[src/sv/tnrn_pkg.sv]
// shared constants, types and the terminal name table for the telnet receive negotiator
package tnrn_pkg;

    localparam int TERM_NAME_LEN = 15;
    localparam int OPTION_COUNT  = 256;
    localparam int OPT_W         = $clog2(OPTION_COUNT);
    localparam int ENTRY_W       = 8;
    localparam int TT_LAST       = TERM_NAME_LEN + 5;
    localparam int TT_IDX_W      = $clog2(TT_LAST + 1);
    localparam int NAME_IDX_W    = 6;

    localparam logic [319:0] TERM_NAME_STR = "VT100-COMPATIBLE-TERMINAL-REFERENCE-NAME";

    localparam logic [7:0] C_IAC  = 8'hFF;
    localparam logic [7:0] C_DONT = 8'd254;
    localparam logic [7:0] C_DO   = 8'd253;
    localparam logic [7:0] C_WONT = 8'd252;
    localparam logic [7:0] C_WILL = 8'd251;
    localparam logic [7:0] C_SB   = 8'd250;
    localparam logic [7:0] C_SE   = 8'd240;
    localparam logic [7:0] C_EOR  = 8'd239;

    localparam logic [7:0] OPT_BINARY = 8'd0;
    localparam logic [7:0] OPT_ECHO   = 8'd1;
    localparam logic [7:0] OPT_SGA    = 8'd3;
    localparam logic [7:0] OPT_TTYPE  = 8'd24;
    localparam logic [7:0] OPT_EOR    = 8'd25;
    localparam logic [7:0] OPT_NAWS   = 8'd31;

    localparam logic [7:0] QUAL_IS   = 8'd0;
    localparam logic [7:0] QUAL_SEND = 8'd1;

    localparam logic [1:0] MARK_NONE = 2'd0;
    localparam logic [1:0] MARK_POS  = 2'd1;
    localparam logic [1:0] MARK_NEG  = 2'd2;

    localparam logic [1:0] DEST_APP  = 2'd0;
    localparam logic [1:0] DEST_PEER = 2'd1;
    localparam logic [1:0] DEST_ECHO = 2'd2;
    localparam logic [1:0] DEST_EOR  = 2'd3;

    localparam logic REG_WIDTH  = 1'b0;
    localparam logic REG_HEIGHT = 1'b1;

    typedef struct packed {
        logic        single;
        logic [1:0]  single_dest;
        logic [7:0]  single_byte;
        logic        ttype;
        logic        pre_en;
        logic        pre_val;
        logic        cmd_en;
        logic [7:0]  verb;
        logic [7:0]  opt;
        logic        post_en;
        logic        post_val;
        logic        naws_en;
        logic [15:0] width;
        logic [15:0] height;
    } job_t;

    function automatic logic [7:0] term_char(input logic [NAME_IDX_W-1:0] idx);
        term_char = TERM_NAME_STR[8*(39 - int'(idx)) +: 8];
    endfunction

endpackage

[src/sv/tnrn_ram.sv]
// generic single-write, single-read ram with registered read data
module tnrn_ram #(
    parameter int WIDTH = 8,
    parameter int DEPTH = 256
) (
    input  logic                     aclk,
    input  logic                     we,
    input  logic [$clog2(DEPTH)-1:0] waddr,
    input  logic [WIDTH-1:0]         wdata,
    input  logic                     re,
    input  logic [$clog2(DEPTH)-1:0] raddr,
    output logic [WIDTH-1:0]         rdata
);
    logic [WIDTH-1:0] mem [DEPTH];

    always_ff @(posedge aclk) begin
        if (we) begin
            mem[waddr] <= wdata;
        end
        if (re) begin
            rdata <= mem[raddr];
        end
    end
endmodule

[src/sv/tnrn_parser.sv]
// receive byte parser with option table read-modify-write
module tnrn_parser (
    input  logic               aclk,
    input  logic               aresetn,
    input  logic               s_valid,
    output logic               s_ready,
    input  logic [7:0]         s_rx_byte,
    input  logic [15:0]        window_width,
    input  logic [15:0]        window_height,
    input  logic               job_free,
    output logic               job_load,
    output tnrn_pkg::job_t     job
);
    typedef enum logic [3:0] {
        ST_DATA      = 4'd0,
        ST_IAC       = 4'd1,
        ST_WILL      = 4'd2,
        ST_WONT      = 4'd3,
        ST_DO        = 4'd4,
        ST_DONT      = 4'd5,
        ST_SB        = 4'd6,
        ST_SBDATA    = 4'd7,
        ST_SBIAC     = 4'd8,
        ST_SBDATAIAC = 4'd9
    } pstate_t;

    pstate_t     st_reg, st_next;
    logic        v1_reg;
    logic [7:0]  b_reg;
    logic [7:0]  sub_opt_reg, sub_opt_next;
    logic [7:0]  sub_first_reg, sub_first_next;
    logic        sub_has_reg, sub_has_next;
    logic [15:0] lw_reg, lw_next;
    logic [15:0] lh_reg, lh_next;
    logic        size_ok_reg, size_ok_next;
    logic [tnrn_pkg::OPTION_COUNT-1:0] valid_reg;
    logic        fwd_hit_reg;
    logic [tnrn_pkg::ENTRY_W-1:0] fwd_data_reg;

    logic        accept, fire, any, wr_en, finish;
    logic [tnrn_pkg::ENTRY_W-1:0] ram_rdata, entry, entry_new;
    logic [1:0]  pdo, pwill, sdo, swill, reply;

    assign accept = s_valid && s_ready;
    assign fire   = v1_reg && (job_free || !any);
    assign s_ready = !v1_reg || fire;
    assign job_load = fire && any;

    tnrn_ram #(.WIDTH(tnrn_pkg::ENTRY_W), .DEPTH(tnrn_pkg::OPTION_COUNT)) u_table (
        .aclk  (aclk),
        .we    (fire && wr_en),
        .waddr (b_reg),
        .wdata (entry_new),
        .re    (accept),
        .raddr (s_rx_byte),
        .rdata (ram_rdata)
    );

    assign entry = fwd_hit_reg ? fwd_data_reg
                 : (valid_reg[b_reg] ? ram_rdata : '0);
    assign pdo   = entry[7:6];
    assign pwill = entry[5:4];
    assign sdo   = entry[3:2];
    assign swill = entry[1:0];

    always_comb begin
        st_next        = st_reg;
        sub_opt_next   = sub_opt_reg;
        sub_first_next = sub_first_reg;
        sub_has_next   = sub_has_reg;
        lw_next        = lw_reg;
        lh_next        = lh_reg;
        size_ok_next   = size_ok_reg;
        job            = '0;
        job.opt        = b_reg;
        job.width      = window_width;
        job.height     = window_height;
        wr_en          = 1'b0;
        entry_new      = entry;
        reply          = tnrn_pkg::MARK_NEG;
        finish         = 1'b0;
        case (st_reg)
            ST_IAC: begin
                st_next = ST_DATA;
                if (b_reg == tnrn_pkg::C_IAC) begin
                    job.single      = 1'b1;
                    job.single_dest = tnrn_pkg::DEST_APP;
                    job.single_byte = tnrn_pkg::C_IAC;
                end else if (b_reg == tnrn_pkg::C_WILL) begin
                    st_next = ST_WILL;
                end else if (b_reg == tnrn_pkg::C_WONT) begin
                    st_next = ST_WONT;
                end else if (b_reg == tnrn_pkg::C_DONT) begin
                    st_next = ST_DONT;
                end else if (b_reg == tnrn_pkg::C_DO) begin
                    st_next = ST_DO;
                end else if (b_reg == tnrn_pkg::C_EOR) begin
                    job.single      = 1'b1;
                    job.single_dest = tnrn_pkg::DEST_EOR;
                end else if (b_reg == tnrn_pkg::C_SB) begin
                    st_next      = ST_SB;
                    sub_has_next = 1'b0;
                end
            end
            ST_WILL, ST_WONT: begin
                st_next     = ST_DATA;
                job.pre_en  = (b_reg == tnrn_pkg::OPT_ECHO);
                job.pre_val = (st_reg == ST_WONT);
                if (st_reg == ST_WILL && (b_reg == tnrn_pkg::OPT_ECHO
                        || b_reg == tnrn_pkg::OPT_SGA || b_reg == tnrn_pkg::OPT_EOR
                        || b_reg == tnrn_pkg::OPT_BINARY)) begin
                    reply = tnrn_pkg::MARK_POS;
                end
                if (sdo != reply || pwill != ((st_reg == ST_WILL) ?
                        tnrn_pkg::MARK_POS : tnrn_pkg::MARK_NEG)) begin
                    job.cmd_en = 1'b1;
                    job.verb   = (reply == tnrn_pkg::MARK_POS) ? tnrn_pkg::C_DO
                                                               : tnrn_pkg::C_DONT;
                    wr_en      = 1'b1;
                    entry_new[3:2] = reply;
                    entry_new[5:4] = (st_reg == ST_WILL) ? tnrn_pkg::MARK_POS
                                                         : tnrn_pkg::MARK_NEG;
                end
            end
            ST_DO, ST_DONT: begin
                st_next = ST_DATA;
                if (st_reg == ST_DO && b_reg == tnrn_pkg::OPT_NAWS) begin
                    wr_en          = 1'b1;
                    entry_new[7:6] = tnrn_pkg::MARK_POS;
                    entry_new[1:0] = tnrn_pkg::MARK_POS;
                    job.cmd_en     = 1'b1;
                    job.verb       = tnrn_pkg::C_WILL;
                    if (!(size_ok_reg && lw_reg == window_width
                            && lh_reg == window_height)) begin
                        job.naws_en  = 1'b1;
                        lw_next      = window_width;
                        lh_next      = window_height;
                        size_ok_next = 1'b1;
                    end
                end else begin
                    if (st_reg == ST_DO && (b_reg == tnrn_pkg::OPT_ECHO
                            || b_reg == tnrn_pkg::OPT_SGA || b_reg == tnrn_pkg::OPT_TTYPE
                            || b_reg == tnrn_pkg::OPT_BINARY)) begin
                        reply = tnrn_pkg::MARK_POS;
                    end
                    job.post_en  = (b_reg == tnrn_pkg::OPT_ECHO);
                    job.post_val = (st_reg == ST_DO);
                    if (swill != reply || pdo != ((st_reg == ST_DO) ?
                            tnrn_pkg::MARK_POS : tnrn_pkg::MARK_NEG)) begin
                        job.cmd_en = 1'b1;
                        job.verb   = (reply == tnrn_pkg::MARK_POS) ? tnrn_pkg::C_WILL
                                                                   : tnrn_pkg::C_WONT;
                        wr_en      = 1'b1;
                        entry_new[1:0] = reply;
                        entry_new[7:6] = (st_reg == ST_DO) ? tnrn_pkg::MARK_POS
                                                           : tnrn_pkg::MARK_NEG;
                    end
                end
            end
            ST_SB: begin
                if (b_reg == tnrn_pkg::C_IAC) begin
                    st_next = ST_SBIAC;
                end else begin
                    sub_has_next = 1'b0;
                    sub_opt_next = b_reg;
                    st_next      = ST_SBDATA;
                end
            end
            ST_SBDATA: begin
                if (b_reg == tnrn_pkg::C_IAC) begin
                    st_next = ST_SBDATAIAC;
                end else if (!sub_has_reg) begin
                    sub_first_next = b_reg;
                    sub_has_next   = 1'b1;
                end
            end
            ST_SBIAC: begin
                if (b_reg == tnrn_pkg::C_IAC) begin
                    sub_has_next = 1'b0;
                    sub_opt_next = b_reg;
                    st_next      = ST_SBDATA;
                end else begin
                    st_next = ST_DATA;
                end
            end
            ST_SBDATAIAC: begin
                if (b_reg == tnrn_pkg::C_IAC) begin
                    if (!sub_has_reg) begin
                        sub_first_next = tnrn_pkg::C_IAC;
                        sub_has_next   = 1'b1;
                    end
                    st_next = ST_SBDATA;
                end else if (b_reg == tnrn_pkg::C_SE) begin
                    finish       = 1'b1;
                    sub_opt_next = '0;
                    sub_has_next = 1'b0;
                    st_next      = ST_DATA;
                end else if (b_reg == tnrn_pkg::C_SB) begin
                    finish       = 1'b1;
                    sub_has_next = 1'b0;
                    st_next      = ST_SB;
                end else begin
                    sub_opt_next = '0;
                    sub_has_next = 1'b0;
                    st_next      = ST_DATA;
                end
            end
            default: begin
                if (b_reg == tnrn_pkg::C_IAC) begin
                    st_next = ST_IAC;
                end else begin
                    st_next         = ST_DATA;
                    job.single      = 1'b1;
                    job.single_dest = tnrn_pkg::DEST_APP;
                    job.single_byte = b_reg;
                end
            end
        endcase
        job.ttype = finish && sub_opt_reg == tnrn_pkg::OPT_TTYPE && sub_has_reg
                    && sub_first_reg == tnrn_pkg::QUAL_SEND;
        any = job.single || job.ttype || job.pre_en || job.cmd_en
              || job.post_en || job.naws_en;
    end

    always_ff @(posedge aclk) begin
        if (!aresetn) begin
            st_reg        <= ST_DATA;
            v1_reg        <= 1'b0;
            sub_opt_reg   <= '0;
            sub_first_reg <= '0;
            sub_has_reg   <= 1'b0;
            lw_reg        <= '0;
            lh_reg        <= '0;
            size_ok_reg   <= 1'b0;
            valid_reg     <= '0;
            fwd_hit_reg   <= 1'b0;
        end else begin
            if (accept) begin
                v1_reg       <= 1'b1;
                b_reg        <= s_rx_byte;
                fwd_hit_reg  <= fire && wr_en && (b_reg == s_rx_byte);
                fwd_data_reg <= entry_new;
            end else if (fire) begin
                v1_reg <= 1'b0;
            end
            if (fire) begin
                st_reg        <= st_next;
                sub_opt_reg   <= sub_opt_next;
                sub_first_reg <= sub_first_next;
                sub_has_reg   <= sub_has_next;
                lw_reg        <= lw_next;
                lh_reg        <= lh_next;
                size_ok_reg   <= size_ok_next;
                if (wr_en) begin
                    valid_reg[b_reg] <= 1'b1;
                end
            end
        end
    end

    a_stall_holds_item: assert property (@(posedge aclk) disable iff (!aresetn)
        !s_ready |-> v1_reg) else $error("input stalled with empty stage");
    a_load_when_free: assert property (@(posedge aclk) disable iff (!aresetn)
        job_load |-> job_free) else $error("job loaded into busy emitter");
    a_naws_sets_size: assert property (@(posedge aclk) disable iff (!aresetn)
        job_load && job.naws_en |=> size_ok_reg && lw_reg == $past(window_width))
        else $error("window size not recorded");
endmodule

[src/sv/tnrn_emitter.sv]
// result sequencer that expands one job into output beats
module tnrn_emitter (
    input  logic               aclk,
    input  logic               aresetn,
    input  logic               job_load,
    input  tnrn_pkg::job_t     job,
    output logic               job_free,
    output logic               m_valid,
    input  logic               m_ready,
    output logic [1:0]         m_dest,
    output logic [7:0]         m_out_byte,
    output logic               m_echo_local,
    output logic               m_last
);
    typedef enum logic [3:0] {
        P_IDLE, P_SINGLE, P_PRE, P_CMD_IAC, P_CMD_VERB, P_CMD_OPT,
        P_POST, P_NAWS, P_TTYPE
    } phase_t;

    phase_t phase_reg, phase_next, first, nxt;
    tnrn_pkg::job_t job_reg;
    logic [tnrn_pkg::TT_IDX_W-1:0] idx_reg;
    logic [3:0] nidx_reg;
    logic       esc_reg, esc_next;
    logic       m_valid_reg, m_last_reg, m_echo_reg;
    logic [1:0] m_dest_reg;
    logic [7:0] m_byte_reg;

    logic       step, done, adv_n;
    logic [1:0] cur_dest;
    logic [7:0] cur_byte, sb;
    logic       cur_echo;
    logic [tnrn_pkg::NAME_IDX_W-1:0] name_idx;

    assign step = (phase_reg != P_IDLE) && (!m_valid_reg || m_ready);
    assign name_idx = tnrn_pkg::NAME_IDX_W'(idx_reg) - tnrn_pkg::NAME_IDX_W'(4);

    always_comb begin
        first = P_IDLE;
        if (job.single) first = P_SINGLE;
        else if (job.ttype) first = P_TTYPE;
        else if (job.pre_en) first = P_PRE;
        else if (job.cmd_en) first = P_CMD_IAC;
        else if (job.post_en) first = P_POST;
        else if (job.naws_en) first = P_NAWS;
    end

    always_comb begin
        cur_dest = tnrn_pkg::DEST_PEER;
        cur_byte = '0;
        cur_echo = 1'b0;
        done     = 1'b1;
        nxt      = P_IDLE;
        esc_next = esc_reg;
        adv_n    = 1'b1;
        sb       = '0;
        case (nidx_reg)
            4'd3: sb = job_reg.width[15:8];
            4'd4: sb = job_reg.width[7:0];
            4'd5: sb = job_reg.height[15:8];
            4'd6: sb = job_reg.height[7:0];
            default: sb = '0;
        endcase
        case (phase_reg)
            P_SINGLE: begin
                cur_dest = job_reg.single_dest;
                cur_byte = job_reg.single_byte;
            end
            P_PRE: begin
                cur_dest = tnrn_pkg::DEST_ECHO;
                cur_echo = job_reg.pre_val;
                nxt = job_reg.cmd_en ? P_CMD_IAC : job_reg.post_en ? P_POST
                    : job_reg.naws_en ? P_NAWS : P_IDLE;
            end
            P_CMD_IAC: begin
                cur_byte = tnrn_pkg::C_IAC;
                done = 1'b0;
                nxt = P_CMD_VERB;
            end
            P_CMD_VERB: begin
                cur_byte = job_reg.verb;
                done = 1'b0;
                nxt = P_CMD_OPT;
            end
            P_CMD_OPT: begin
                cur_byte = job_reg.opt;
                nxt = job_reg.post_en ? P_POST : job_reg.naws_en ? P_NAWS : P_IDLE;
            end
            P_POST: begin
                cur_dest = tnrn_pkg::DEST_ECHO;
                cur_echo = job_reg.post_val;
                nxt = job_reg.naws_en ? P_NAWS : P_IDLE;
            end
            P_NAWS: begin
                done = (nidx_reg == 4'd8);
                case (nidx_reg)
                    4'd0: cur_byte = tnrn_pkg::C_IAC;
                    4'd1: cur_byte = tnrn_pkg::C_SB;
                    4'd2: cur_byte = tnrn_pkg::OPT_NAWS;
                    4'd7: cur_byte = tnrn_pkg::C_IAC;
                    4'd8: cur_byte = tnrn_pkg::C_SE;
                    default: begin
                        cur_byte = sb;
                        if (sb == tnrn_pkg::C_IAC && !esc_reg) begin
                            esc_next = 1'b1;
                            adv_n    = 1'b0;
                        end else begin
                            esc_next = 1'b0;
                        end
                    end
                endcase
                if (!done) nxt = P_NAWS;
            end
            P_TTYPE: begin
                done = (idx_reg == tnrn_pkg::TT_IDX_W'(tnrn_pkg::TT_LAST));
                if (idx_reg == '0) cur_byte = tnrn_pkg::C_IAC;
                else if (idx_reg == tnrn_pkg::TT_IDX_W'(1)) cur_byte = tnrn_pkg::C_SB;
                else if (idx_reg == tnrn_pkg::TT_IDX_W'(2)) cur_byte = tnrn_pkg::OPT_TTYPE;
                else if (idx_reg == tnrn_pkg::TT_IDX_W'(3)) cur_byte = tnrn_pkg::QUAL_IS;
                else if (idx_reg == tnrn_pkg::TT_IDX_W'(tnrn_pkg::TT_LAST - 1))
                    cur_byte = tnrn_pkg::C_IAC;
                else if (done) cur_byte = tnrn_pkg::C_SE;
                else cur_byte = tnrn_pkg::term_char(name_idx);
                if (!done) nxt = P_TTYPE;
            end
            default: begin
                done = 1'b0;
                nxt  = P_IDLE;
            end
        endcase
    end

    assign job_free = (phase_reg == P_IDLE) || (step && nxt == P_IDLE && done);

    always_comb begin
        phase_next = phase_reg;
        if (job_load) phase_next = first;
        else if (step) phase_next = nxt;
    end

    always_ff @(posedge aclk) begin
        if (!aresetn) begin
            phase_reg   <= P_IDLE;
            m_valid_reg <= 1'b0;
            idx_reg     <= '0;
            nidx_reg    <= '0;
            esc_reg     <= 1'b0;
        end else begin
            phase_reg <= phase_next;
            if (step) begin
                m_valid_reg <= 1'b1;
                m_dest_reg  <= cur_dest;
                m_byte_reg  <= cur_byte;
                m_echo_reg  <= cur_echo;
                m_last_reg  <= done && nxt == P_IDLE;
            end else if (m_ready) begin
                m_valid_reg <= 1'b0;
            end
            if (job_load) begin
                job_reg  <= job;
                idx_reg  <= '0;
                nidx_reg <= '0;
                esc_reg  <= 1'b0;
            end else if (step) begin
                esc_reg <= esc_next;
                if (phase_reg == P_TTYPE) idx_reg <= idx_reg + 1'b1;
                if (phase_reg == P_NAWS && adv_n) nidx_reg <= nidx_reg + 1'b1;
            end
        end
    end

    assign m_valid      = m_valid_reg;
    assign m_dest       = m_dest_reg;
    assign m_out_byte   = m_byte_reg;
    assign m_echo_local = m_echo_reg;
    assign m_last       = m_last_reg;

    a_no_load_busy: assert property (@(posedge aclk) disable iff (!aresetn)
        job_load |-> job_free) else $error("job overwritten");
    a_hold_on_stall: assert property (@(posedge aclk) disable iff (!aresetn)
        m_valid_reg && !m_ready && !job_load |=> $stable(phase_reg))
        else $error("sequence advanced while stalled");
    a_idle_after_last: assert property (@(posedge aclk) disable iff (!aresetn)
        step && m_valid_reg == 1'b0 && phase_reg == P_SINGLE && !job_load |=> phase_reg == P_IDLE)
        else $error("single result did not end job");
endmodule

[src/sv/telnet_receive_negotiator_unit.sv]
// top level of the telnet receive negotiator with its configuration registers
// Usage:
//   s_ channel: one received byte per beat (s_rx_byte), valid/ready handshake.
//   m_ channel: one result per beat: m_dest (0 data, 1 to peer, 2 echo event,
//   3 end of record), m_out_byte, m_echo_local, and m_last on the final result
//   of an input byte. Bytes that cause no result (IAC, command prefixes,
//   subnegotiation payload) produce no beat.
//   APB port: window_width at 0x0, window_height at 0x4; pready always high.
//   Accepted bytes are registered in the parse stage, results in the sequencer.
//   Throughput: one byte per cycle for plain data; an option byte is held in
//   the parse stage while the result sequencer drains the previous byte's
//   results, one beat per cycle (up to 21 beats for a terminal-type reply).
//   Option tables: one 256 x 8 ram with registered read, addressed by the
//   incoming byte at accept and written back from the parse stage, with
//   forwarding for a write that coincides with the read.
//   Reset: synchronous, active low; tables read as none through per-entry
//   valid flags, no clearing pass. A stalled m_ready backs up the sequencer,
//   then the parse stage, then s_ready; nothing is dropped.
module telnet_receive_negotiator_unit (
    input  logic        aclk,
    input  logic        aresetn,
    input  logic        s_valid,
    output logic        s_ready,
    input  logic [7:0]  s_rx_byte,
    output logic        m_valid,
    input  logic        m_ready,
    output logic [1:0]  m_dest,
    output logic [7:0]  m_out_byte,
    output logic        m_echo_local,
    output logic        m_last,
    input  logic        psel,
    input  logic        penable,
    input  logic        pwrite,
    input  logic [2:0]  paddr,
    input  logic [31:0] pwdata,
    output logic [31:0] prdata,
    output logic        pready
);
    logic [15:0]    width_reg, height_reg;
    logic           job_free, job_load;
    tnrn_pkg::job_t job;

    assign pready = 1'b1;
    assign prdata = {16'd0, (paddr[2] == tnrn_pkg::REG_HEIGHT) ? height_reg : width_reg};

    always_ff @(posedge aclk) begin
        if (!aresetn) begin
            width_reg  <= 16'd80;
            height_reg <= 16'd24;
        end else if (psel && penable && pwrite) begin
            if (paddr[2] == tnrn_pkg::REG_WIDTH) width_reg <= pwdata[15:0];
            else height_reg <= pwdata[15:0];
        end
    end

    tnrn_parser u_parser (
        .aclk          (aclk),
        .aresetn       (aresetn),
        .s_valid       (s_valid),
        .s_ready       (s_ready),
        .s_rx_byte     (s_rx_byte),
        .window_width  (width_reg),
        .window_height (height_reg),
        .job_free      (job_free),
        .job_load      (job_load),
        .job           (job)
    );

    tnrn_emitter u_emitter (
        .aclk         (aclk),
        .aresetn      (aresetn),
        .job_load     (job_load),
        .job          (job),
        .job_free     (job_free),
        .m_valid      (m_valid),
        .m_ready      (m_ready),
        .m_dest       (m_dest),
        .m_out_byte   (m_out_byte),
        .m_echo_local (m_echo_local),
        .m_last       (m_last)
    );
endmodule

[config.mk]
export PLATFORM = sky130hd
export DESIGN_NAME = telnet_receive_negotiator_unit
export DESIGN_NICKNAME = d
export VERILOG_FILES = /design/src/sv/tnrn_pkg.sv /design/src/sv/tnrn_ram.sv /design/src/sv/tnrn_parser.sv /design/src/sv/tnrn_emitter.sv /design/src/sv/telnet_receive_negotiator_unit.sv
export SDC_FILE = /design/constraint.sdc
export NUM_CORES = 2
export LEC_CHECK = 0
export ABC_CLOCK_PERIOD_IN_PS = 19350
export BUFFER_PORTS_ARGS = -buffer_cell sky130_fd_sc_hd__buf_4
export CORE_MARGIN = 2
export CORE_UTILIZATION = 35
export CTS_CLUSTER_DIAMETER = 60
export DETAILED_ROUTE_END_ITERATION = 8
export GPL_ROUTABILITY_DRIVEN = 1
export PLACE_DENSITY = 0.58
export SETUP_SLACK_MARGIN = 0.4
export SYNTH_ARGS = -nofsm -noshare
export SYNTH_HDL_FRONTEND = slang
export SYNTH_SLANG_ARGS = --single-unit
[constraint.sdc]
create_clock -name aclk -period 19.35 [get_ports aclk]
set_clock_uncertainty 0.05 [all_clocks]
set_input_delay 2.9025 -clock aclk [delete_from_list [all_inputs] [get_ports aclk]]
set_output_delay 2.9025 -clock aclk [all_outputs]
set_load 0.01 [all_outputs]
==> metrics.csv <==
metric,value,unit
design area,114000,µm²
critical path's most frequent cell,buf_4,
Critical Path AT,7.47,ns
Synth Register Bits,2500,
met1 Use GR,24.3,%
CTS root buffer,clkbuf_16,
Min Hold Slack,0.404,ns
Sink Count,2500,
DPL Wire Length,150000,µm
drt drc,0,
CTS resizes,0,
startpoint types,register,
"Power, Total",11.5,mW
fin util,40.6,%
GR Overflow Total,0,
gpl congestion,0.827,
H-tree levels,5,
Ports,97,
WP buf/inv,4,
outcome,completed,
crit path to,s_ready,
clock power share,43.7,%
final non-filler cell total,9333,
post-synthesis cell type count,74,
family with the most delay on the worst path,simple AND/OR/NAND/NOR gates,
crit path launch,u_parser.b_reg[3],
GRT Util Overall,17.3,%
Final period util,53.9,%
vias per inst,5.49,
Hold Path Class,reg -> reg,
internal power,9.07,mW
Max-slew headroom,5.77,%
hold buffer count at CTS,0,
worst-path maximum fanout,27,
core box area,280000,µm²
Required @ worst endpoint,16.40,ns
"Seq/Total Area, Yosys",72.5,%
met3 Resource Use GR,2.95,%
final setup fails,0,
TritonCTS clock tree,yes,
clk_lat worst skew,0.93,ns
clk slew on worst S/H paths,0.06,ns
Achievable Freq,95.9,MHz
global-route wire length before repair,365000,µm
Clock Tree Buf Depth,4,
Slew Limit Fails,0,
Comb pwr share,4.9,%
DIE AREA,286000,µm²
max reg flops,2048,
largest net degree at the start of global routing,258,
min cycle time layout,10.42,ns
setup ws final,8.93,ns
nets,5470,
number of global-route vias before repair,51400,
slowest cell on the critical path,edfxtp_1,
Initial Util,35.2,%
initial antenna violation count,14,
sw power,2.45,mW
Worst path max stage delay,1.00,ns
drt total wl,251000,µm
critical path depth,14,
Antenna Violating Nets Remaining,0,
drt first pass iters,5,
layout cells sized above 1,27.3,%
setup TNS,0,ns
sw frac,21.3,%
Max VDD drop,0.0959,mV
reg2reg setup slack,10.67,ns
met2 usage,27.7,%
post-DR wirelength/cell,26.9,µm
FP Rows,194,
Layout area overhead,15.2,%
Flop pwr share,51.4,%
die extent in y,535,µm
placed insts,8846,
Syn Inst Count,5115,
Syn Std Cell Area,98600,µm²
Post-synth EDFFs,2141,
IO buf count,61,
ys async rst share,0,%
Worst Max-Slew Pin Slew,1.41,ns
Area after DPL,105000,µm²
Max-Cap Viols,0,
RR Startpoint,u_parser.b_reg[3],
busiest grt layer,met2,
P_leak,36.1,nW
Die Wd,535,µm
cells on worst reg2reg path,16,
Synthesis Warnings,0,
Avg Synthesized Cell Area,19.3,µm²
RSZ-0062 raised after global routing,false,
"Cell Chain, Critical Path",buf_4 -> nor2b_2 -> buf_4 -> a22oi_1 -> nand3_1 -> a41oi_1 -> nor4_4 -> nor3b_1 -> a311oi_1 -> or4b_4 -> nand3_1 -> a31oi_1 -> inv_1 -> buf_4,
Reg-to-Reg End,u_parser.u_table.mem[116][0],
Pwr Density,101,nW/µm²
critical path endpoint category,output port,
Num CTS Buffers,283,
WS Path Type,reg -> out,
dominant synthesized flop cell,edfxtp_1,
worst slack at placement,10.10,ns
DR iter-0 viols,5437,
Via Count,51200,
Fin. Hold Viols,0,
Post-CTS Setup Bufs,0,
[worst min path at each step]
stage,cells after the start,endpoint,start
final,2,u_parser.valid_reg[239],u_parser.valid_reg[239]
after global routing,1,u_parser.valid_reg[243],u_parser.valid_reg[243]
after CTS,2,u_parser.valid_reg[127],u_parser.valid_reg[127]
after detailed placement,2,u_parser.valid_reg[239],u_parser.valid_reg[239]
after global placement,2,u_parser.valid_reg[111],u_parser.valid_reg[111]
after floorplan,2,u_parser.valid_reg[239],u_parser.valid_reg[239]
[cell type report]
class,count,area (µm²)
fill,24700,166000
sequential,2500,71500
multi-input combinational,2250,25900
clock buffer,372,7670
tap,3724,4660
timing repair buffer,349,2790
clock inverter,108,923
inverter,24,92.6
antenna,6,15.0
[kinds of logic after synthesis]
kind of cell / after synthesis / synth area share (%)
buffers and inverters: 380 / 1.65
other: 2 / 0.00762
AO/OA/AOI/OAI: 584 / 4.03
adder cells (fa/ha/maj): 12 / 0.152
XOR/XNOR: 49 / 0.435
flip-flops: 2500 / 72.5
multiplexers: 833 / 17.5
AND/OR/NAND/NOR: 755 / 3.71
[power by group through the flow]
| stage | Sequential [mW] | Clock, mW | Combinational [mW] |
|---|---|---|---|
| 2_1_floorplan | 6.07 | 0 | 0.343 |
| 3_3_place_gp | 6.03 | 0 | 0.559 |
| 3_5_place_dp | 6.03 | 0 | 0.573 |
| 4_1_cts | 5.92 | 5.14 | 0.573 |
| 5_1_grt | 5.92 | 5.34 | 0.598 |
| 6_report | 5.92 | 5.03 | 0.565 |
[metal layers]
metal	wire length (µm)	up-vias
li1	-	21600
met1	107000	27400
met2	120000	1826
met3	17100	418
met4	7280	4
met5	27	-
[tightest hold or removal path, stage by stage, from the launching register on]
cell and delay, ns:
dfxtp_1 0.32, nand2_1 0.05, o31ai_1 0.05
[layout by cell type, fill, tap and decap left out, types with 11 or more instances in the layout]
master     Yosys  layout
a21oi_1      112     111
a22oi_1       54      54
a31oi_1       12      11
and2_1        13      13
buf_4         33     334
bufinv_16      0      14
clkbuf_1     203      70
clkbuf_16      0     289
clkbuf_8       0      13
clkinv_1       3      40
clkinv_2       0      36
conb_1         2      17
dfxtp_1      359     359
edfxtp_1    2141    2141
ha_1          12      12
inv_1         21      20
mux2_2        21      21
mux2i_1      104     103
mux4_2       698     698
nand2_1      172     169
nand2b_1      20      20
nand3_1       86      79
nand4_1       17      17
nor2_1       109     103
nor2b_1       14      12
nor3_1       272     228
nor3_2         0      44
nor4_1        11      11
o21a_1       243     243
o21ai_0       73      72
o31ai_1       19      19
xnor2_1       39      39
[cells in the mapped netlist (21+ instances only)]
library cell,n,area share [%]
a22oi_1,54,0.41
buf_2,28,0.14
mux2i_1,104,1.1
nor3_1,272,1.4
o21ai_0,73,0.37
edfxtp_1,2141,65
clkbuf_1,203,0.77
nor2_1,109,0.42
mux4_2,698,16
inv_1,21,0.080
buf_1,88,0.34
mux2_2,21,0.24
nand2_1,172,0.65
o21a_1,243,1.9
buf_4,33,0.25
xnor2_1,39,0.35
nand3_1,86,0.44
dfxtp_1,359,7.3
a21oi_1,112,0.57
Note: power is estimated with default switching activity, not from simulation.
